`config.mk`:
```
export PLATFORM = sky130hd
export DESIGN_NAME = gpthc_core
export DESIGN_NICKNAME = d
export VERILOG_FILES = /design/src/sv/gpthc_pkg.sv /design/src/sv/gpthc_core.sv
export SDC_FILE = /design/constraint.sdc
export NUM_CORES = 1
export LEC_CHECK = 0
export ABC_CLOCK_PERIOD_IN_PS = 8800
export BUFFER_PORTS_ARGS = -buffer_cell sky130_fd_sc_hd__buf_2
export CAP_MARGIN = 25
export CELL_PAD_IN_SITES_DETAIL_PLACEMENT = 1
export CELL_PAD_IN_SITES_GLOBAL_PLACEMENT = 2
export CORE_ASPECT_RATIO = 0.75
export CORE_UTILIZATION = 38
export CTS_CLUSTER_DIAMETER = 120
export DETAILED_ROUTE_END_ITERATION = 10
export PLACE_DENSITY_LB_ADDON = 0.1
export SYNTH_ARGS = -nofsm -noshare
export SYNTH_HDL_FRONTEND = slang
export SYNTH_SLANG_ARGS = --single-unit
```
`constraint.sdc`:
```
create_clock -name clk -period 8.8 [get_ports clk]
set_clock_uncertainty 0.05 [all_clocks]
set_input_delay 0.44 -clock clk [delete_from_list [all_inputs] [get_ports clk]]
set_output_delay 0.44 -clock clk [all_outputs]
set_load 0.02 [all_outputs]
```
`src/sv/gpthc_pkg.sv`:
```
// Shared types, constants and the byte-wide CRC-32 update for the GPT checker.
`default_nettype none
package gpthc_pkg;

  localparam int SECTOR_BYTES = 512;
  localparam int POS_W        = $clog2(SECTOR_BYTES + 1);

  localparam int SIG_LEN  = 8;
  localparam int HLEN_POS = 12;
  localparam int HCRC_POS = 16;
  localparam int ECRC_POS = 88;
  localparam int MIN_HDR  = 92;

  localparam logic [31:0] CRC_POLY = 32'hedb88320;
  localparam logic [31:0] CRC_INIT = 32'hffffffff;

  localparam logic MODE_HEADER  = 1'b0;
  localparam logic MODE_ENTRIES = 1'b1;

  localparam logic [7:0] SIG_TEXT [SIG_LEN] = '{
    8'h45, 8'h46, 8'h49, 8'h20, 8'h50, 8'h41, 8'h52, 8'h54
  };

  typedef struct packed {
    logic [7:0] data_byte;
    logic       mode;
    logic       last;
  } item_t;

  typedef struct packed {
    logic        run_kind;
    logic        signature_ok;
    logic        short_sector;
    logic        size_bad;
    logic        crc_ok;
    logic [31:0] computed_crc;
    logic [31:0] stored_crc;
  } result_t;

  function automatic logic [31:0] crc_feed(input logic [31:0] acc, input logic [7:0] b);
    logic [31:0] a;
    a = acc ^ {24'd0, b};
    for (int k = 0; k < 8; k++) begin
      a = a[0] ? ((a >> 1) ^ CRC_POLY) : (a >> 1);
    end
    return a;
  endfunction

endpackage
`default_nettype wire

```
`src/sv/gpthc_core.sv`:
```
// Run state, field capture, CRC update and result evaluation for one byte word.
`default_nettype none
module gpthc_core (
  input  wire logic              clk,
  input  wire logic              rst,
  input  wire logic              item_valid,
  input  wire gpthc_pkg::item_t  item,
  output logic                   take,
  input  wire logic              out_full,
  input  wire logic              out_stall,
  output logic                   res_load,
  output gpthc_pkg::result_t     res
);

  localparam int PW = gpthc_pkg::POS_W;

  logic [31:0]   crc, crc_next;
  logic [PW-1:0] pos, pos_next;
  logic          sig, sig_next;
  logic [31:0]   hlw, hlw_next;
  logic [31:0]   hcw, hcw_next;
  logic [31:0]   ecw, ecw_next;

  assign take     = item_valid && (!item.last || !out_full || !out_stall);
  assign res_load = take && item.last;

  always_comb begin
    logic [7:0]  fed;
    logic [31:0] lane_word;
    logic [31:0] pos_ext;
    crc_next  = crc;
    pos_next  = pos;
    sig_next  = sig;
    hlw_next  = hlw;
    hcw_next  = hcw;
    ecw_next  = ecw;
    fed       = item.data_byte;
    lane_word = {24'd0, item.data_byte} << {pos[1:0], 3'b000};
    pos_ext   = {{(32-PW){1'b0}}, pos};

    if (item.mode == gpthc_pkg::MODE_HEADER) begin
      if (pos < PW'(gpthc_pkg::SECTOR_BYTES)) begin
        if (pos == '0) begin
          hlw_next = '0;
          hcw_next = '0;
          ecw_next = '0;
          sig_next = 1'b1;
        end
        if (pos < PW'(gpthc_pkg::SIG_LEN) &&
            item.data_byte != gpthc_pkg::SIG_TEXT[pos[2:0]]) begin
          sig_next = 1'b0;
        end
        if (pos >= PW'(gpthc_pkg::HLEN_POS) && pos < PW'(gpthc_pkg::HCRC_POS)) begin
          hlw_next = hlw_next | lane_word;
        end
        if (pos >= PW'(gpthc_pkg::HCRC_POS) && pos < PW'(gpthc_pkg::HCRC_POS + 4)) begin
          hcw_next = hcw_next | lane_word;
          fed      = 8'd0;
        end
        if (pos >= PW'(gpthc_pkg::ECRC_POS) && pos < PW'(gpthc_pkg::ECRC_POS + 4)) begin
          ecw_next = ecw_next | lane_word;
        end
        if (pos < PW'(gpthc_pkg::HCRC_POS) || pos_ext < hlw_next) begin
          crc_next = gpthc_pkg::crc_feed(crc, fed);
        end
        pos_next = pos + PW'(1);
      end
    end else begin
      crc_next = gpthc_pkg::crc_feed(crc, item.data_byte);
    end

    res.run_kind     = item.mode;
    res.computed_crc = ~crc_next;
    if (item.mode == gpthc_pkg::MODE_HEADER) begin
      res.stored_crc   = hcw_next;
      res.signature_ok = sig_next && (pos_next >= PW'(gpthc_pkg::SIG_LEN));
      res.short_sector = pos_next < PW'(gpthc_pkg::SECTOR_BYTES);
      res.size_bad     = (hlw_next < 32'(gpthc_pkg::MIN_HDR)) ||
                         (hlw_next > 32'(gpthc_pkg::SECTOR_BYTES));
      res.crc_ok       = (~crc_next == hcw_next) && !res.short_sector && !res.size_bad;
    end else begin
      res.stored_crc   = ecw_next;
      res.signature_ok = 1'b0;
      res.short_sector = 1'b0;
      res.size_bad     = 1'b0;
      res.crc_ok       = (~crc_next == ecw_next);
    end

    if (item.last) begin
      crc_next = gpthc_pkg::CRC_INIT;
      pos_next = '0;
      sig_next = 1'b1;
    end
  end

  always_ff @(posedge clk) begin
    if (rst) begin
      crc <= gpthc_pkg::CRC_INIT;
      pos <= '0;
      sig <= 1'b1;
      hlw <= '0;
      hcw <= '0;
      ecw <= '0;
    end else if (take) begin
      crc <= crc_next;
      pos <= pos_next;
      sig <= sig_next;
      hlw <= hlw_next;
      hcw <= hcw_next;
      ecw <= ecw_next;
    end
  end

endmodule
`default_nettype wire

```
* After elaboration in Yosys (flattened, before gate mapping)
Memories as Yosys holds them, arrays and structs flattened.
Cells that the tools add are included.
Widths: inputs -> output; s select.
** Word-level totals
- Bits in read-only memories :: 64
- Memories kept :: 1
- Output and inout bits :: 71
- Flip-flop bits (word level) :: 139
- Word-level logic and storage cells :: 123
- Bits in latches :: 0
- Bits of input ports :: 15
- Bits in writable memories :: 0
** Memories
- (name not given) :: depth 8, width 8, rd ports 1, clocked after memory_dff 0, wr ports 0, line gpthc_core.sv:50 : item.data_byte != gpthc_pkg::SIG_TEXT[pos[2:0]]) begin
** Cells by class
- Bitwise logic cells :: 23
- Shift operators :: 1
- Add/sub/neg operators :: 1
- Muxes and demuxes :: 55
- Equal/unequal tests :: 3
- Magnitude comparators :: 14
- Multiply operators :: 0
- Reduce and logical (&&, ||, !) cells :: 19
- Div/mod/pow operators :: 0
** Operators by type and width (count)
- $mux 32 :: 41
- $not 13->14 :: 16
- $or 32x32->32 :: 3
- $eq 32x32->1 :: 2
- $xor 32x8->32 :: 2
- $mux 8 :: 5
- $gt 32x10->1 const B :: 1
- $lt 10x32->1 :: 1
- $lt 32x7->1 const B :: 1
- $not 32->32 :: 1
- $shl 8x5->32 :: 1
- $mux 10 :: 3
- $ge 10x4->1 const B :: 2
- $lt 10x10->1 const B :: 2
- $lt 10x5->1 const B :: 2
- $add 10x1->10 const B :: 1
- $ge 10x5->1 const B :: 1
- $ge 10x7->1 const B :: 1
- $logic_not 10->1 :: 1
- $lt 10x4->1 const B :: 1
- $lt 10x7->1 const B :: 1
- $logic_and 1x1->1 :: 9
- $ne 8x8->1 :: 1
- $logic_not 1->1 :: 5
- 5 further kinds :: 12

* Longest topological paths before layout
- Depth in word-level cells :: 30
- Mapped depth :: 22
- Mapped depth without buffers :: 17

* Worst setup path before layout
No wires, ideal clock.
- Path kind :: reg-to-output
- Start :: reg pos[0]
- End :: out res[64] (netlist name)
- Arrival :: 5344 ps
- Data required time :: 8310 ps
- Cell stages (with the launch flop) :: 20
- Path buffers :: 4
- Path slack :: 2966 ps
- Cell sequence :: dfxtp_1 > clkbuf_1 > clkbuf_1 > inv_1 > ha_1 > nor3b_1 > nand3_1 > clkbuf_1 > a22oi_1 > ha_1 > a21oi_1 > o21ai_0 > o2111a_1 > a211oi_2 > buf_4 > mux2_2 > o21ai_0 > o221ai_1 > or4_1 > o22ai_1
** RTL lines
- from (decl) :: line gpthc_core.sv:18 : logic [PW-1:0] pos, pos_next;
- from (signal assigned) :: line gpthc_core.sv:106 : pos <= pos_next;
- to (decl) :: line gpthc_core.sv:12 : output gpthc_pkg::result_t res

==> results.py <==
metrics = {
    "synth": {
        "synthTopCellsByArea": "dfxtp_1 (25%), xnor2_1 (12%), a22oi_1 (8.8%)",
        "synth_nets": 1488,
        "yosys.area_share.simple_pct": 18.90,
        "synth_compound_area_share_pct": 26.90,
        "synth_top_family_by_area": "compound AO/OA/AOI/OAI gates",
        "synth_area_sq_um": 11270,
        "synth_edf_count": 0,
        "ys_seq_area_share_pct": 24.68,
        "synthTopCellsByCount": "nor2_1 (175), xnor2_1 (150), dfxtp_1 (139), a22oi_1 (132), nand2_1 (120)",
        "synthAdderAreaFrac_pct": 1.887,
        "synth_seq_cells": 139,
        "synth_top_cell_by_area": "dfxtp_1",
        "synthCells": 1456,
        "yosysMostFrequentCell": "nor2_1",
        "ys.flop_type": "dfxtp_1",
        "synthMuxAreaShare_pct": 2.198,
        "synthXorXnorAreaFrac_pct": 19.30,
        "ys_types": 87,
        "async_flop_share_pct": 0,
        "avgSynthCellArea_sq_um": 7.743,
        "yosys_warnings": 0,
        "synth_top_area_share_pct": 24.68,
    },
    "critical_path": {
        "rr_worst_depth": 13,
        "cp_max_fo": 38,
        "r2r-start": "pos[9]$_SDFFE_PP0P_",
        "r2r_setup_slack_ns": 3.12,
        "timing.rr.end": "crc[2]$_SDFFE_PP1P_",
        "cp-end-kind": "output port",
        "crit_type": "reg -> out",
        "arrival_ns": 6.67,
        "worstPathRequired_ns": 8.31,
        "start_kind": "flip-flop",
    },
    "global_route": {
        "grt_first_pass_wirelength_microns": 82460,
        "grt_pass1_vias": 11170,
        "grt_max_degree": 82,
        "grt_usage_pct": 37.92,
        "grt_antenna_before_repair": 2,
        "grt-ovfl-total": 0,
    },
    "drt": {
        "drtPass1Iterations": 8,
        "post_drt_via_cell_ratio": 6.381,
        "via_count": 11830,
        "drt_iter0_markers": 1578,
        "totalWireLength_microns": 57360,
        "avgRoutedWirePerCell_microns": 30.94,
        "remaining_drc_errors": 0,
        "detail-route-antenna-nets": 0,
    },
    "die": {
        "die_h_microns": 151.2,
        "core_area_sq_um": 29120,
        "start_util_pct": 38.71,
        "rows": 54,
        "die_area_sq_um": 30370,
        "ios": 86,
        "die_w_microns": 200.9,
    },
    "clock_network": {
        "cts_buffer_depth": 2,
        "clk_pin_slew_ns": 0.07,
        "cts_made_buffers": 17,
        "cts_htree_levels": 4,
        "cts_resized": 0,
        "hold_buffers": 0,
        "post-cts-setup-buffer-count": 0,
        "clkLatencyLatePin_ns": 0.46,
        "clkSinkCount": 139,
        "cts_root_buf": "clkbuf_16",
        "cts_tree": "done",
    },
    "finish": {
        "fin_nets": 1481,
        "syn2layout_area_growth_pct": 10.39,
        "antenna_cells": 0,
        "fillCellCount": 3566,
        "drive_above_1_share_pct": 13.61,
    },
    "timing": {
        "final.setup.tns_ns": 0,
        "period_needed_ns": 7.156,
        "fin_crit_sh_pct": 81.31,
        "worst_slew_pin_slew_ns": 1.111,
        "rsz0062_at_grt": "false",
        "report.final.slew_viol_count": 0,
        "setup_viol": 0,
        "hold_viol_final": 0,
        "relSlewSlack_pct": 25.49,
        "fmax_mhz": 139.7,
    },
    "flow_run": {
        "cap_violations": 0,
    },
    "pwr": {
        "ir_drop_uv": 178.5,
        "power.density_nw_per_um2": 257.3,
        "p_total_mw": 3.201,
        "p_leak_nw": 4.530,
    },
    "hold_path": {
        "min_to": "pos[8]$_SDFFE_PP0P_",
        "min_from": "rst",
        "worstHoldPathType": "in -> reg",
        "holdPathStages": 2,
    },
    "placed_design": {
        "port_buffers": 85,
        "dp_hpwl_microns": 42800,
        "place_congestion": 1.004,
    },
    "run_status": {
        "status": "complete, no violations",
    },
}
-- final cells by class --
class	count	area (sq um)	area share (%)
Multi-Input combinational cell	1154	7818	62.82
Clock inverter	15	167.7	1.347
Tap cell	392	490.5	3.941
Timing Repair Buffer	121	700.7	5.630
Sequential cell	139	2783	22.36
Clock buffer	17	425.4	3.418
Inverter	16	60.06	0.4826
-- per-layer routing --
metal	routed length (microns)	part of all wire (%)	track usage, %	vias up
li1	-	-	-	5222
met1	26980	47	55.53	5980
met2	23790	41	55.22	564
met3	5519	9.6	9.380	65
met4	1063	1.9	8.435	0
met5	0	0	0	-
-- per-stage QoR --
stage	hold WS, ns	instances	util (%)	instance area [sq um]	setup WS, ns
2_1_floorplan	0.3819	1456	-	11270	2.966
3_3_place_gp	0.3885	1822	40.70	11850	2.406
3_5_place_dp	0.4021	1822	40.70	11850	2.270
4_1_cts	0.2927	1854	42.73	12440	1.710
5_1_grt	0.3114	1854	42.73	12440	1.194
6_report	0.3035	1854	42.73	12440	1.644
-- worst max-delay path by stage --
stage,endpoint,start
after global placement,res[64],pos[9]$_SDFFE_PP0P_
after global routing,res[64],pos[9]$_SDFFE_PP0P_
after CTS,res[64],pos[9]$_SDFFE_PP0P_
after floorplan,res[64],pos[0]$_SDFFE_PP0P_
after detailed placement,res[64],pos[9]$_SDFFE_PP0P_
final,res[64],pos[9]$_SDFFE_PP0P_
-- power breakdown --
group          total, mW  leakage (nW)  internal, mW  switching [mW]
Sequential         0.730          1.13         0.656          0.0737
Clock              0.772         0.297         0.406           0.366
Combinational       1.70          3.10         0.573            1.13
Total               3.20          4.53          1.64            1.57
-- flip-flops by register name, indices dropped and copies added (netlist names) --
signal and cells:
ecw 32, hlw 32, hcw 32, pos 10, sig 1, crc 32
-- layout by cell type (no fill, tap or decap), types with 6 or more instances in the layout --
| master | instances |
|---|---|
| dfxtp_1 | 139 |
| and2_1 | 27 |
| xor2_1 | 60 |
| xnor2_1 | 150 |
| ha_1 | 17 |
| mux2_2 | 14 |
| a31oi_1 | 7 |
| nor4_1 | 10 |
| nand3_1 | 27 |
| xnor3_1 | 6 |
| nor3_1 | 27 |
| buf_4 | 38 |
| a221oi_1 | 7 |
| and3_1 | 14 |
| o211ai_1 | 42 |
| mux2i_1 | 9 |
| xnor2_2 | 6 |
| a32oi_1 | 8 |
| inv_1 | 14 |
| o21ai_0 | 60 |
| buf_2 | 83 |
| a21oi_1 | 79 |
| nand2_1 | 118 |
| inv_8 | 6 |
| nor2_1 | 173 |
| nand4_1 | 8 |
| o22ai_1 | 10 |
| clkbuf_16 | 17 |
| nor2b_1 | 6 |
| a22o_1 | 11 |
| a211oi_1 | 31 |
| a22oi_1 | 132 |
-- logic make-up after synthesis --
kind of cell,count (synthesis)
compound gates,436
simple gates,452
fa+ha+maj,17
buf+inv,163
xor+xnor,226
flops,139
mux,23
-- worst max-delay path: stages, from the launching register on --
cell	delay, ns
dfxtp_1	0.49
nor4_4	0.87
nand3_1	0.64
a22oi_1	0.39
ha_1	0.29
a21oi_1	0.21
o21ai_0	0.17
o2111a_1	0.35
a211oi_4	0.27
buf_4	0.46
nor2_1	0.21
a22oi_1	0.55
xor2_1	0.20
o211ai_1	0.16
or4_1	0.47
o22ai_1	0.24
buf_2	0.21
Note: power is estimated with default switching activity, not from simulation.
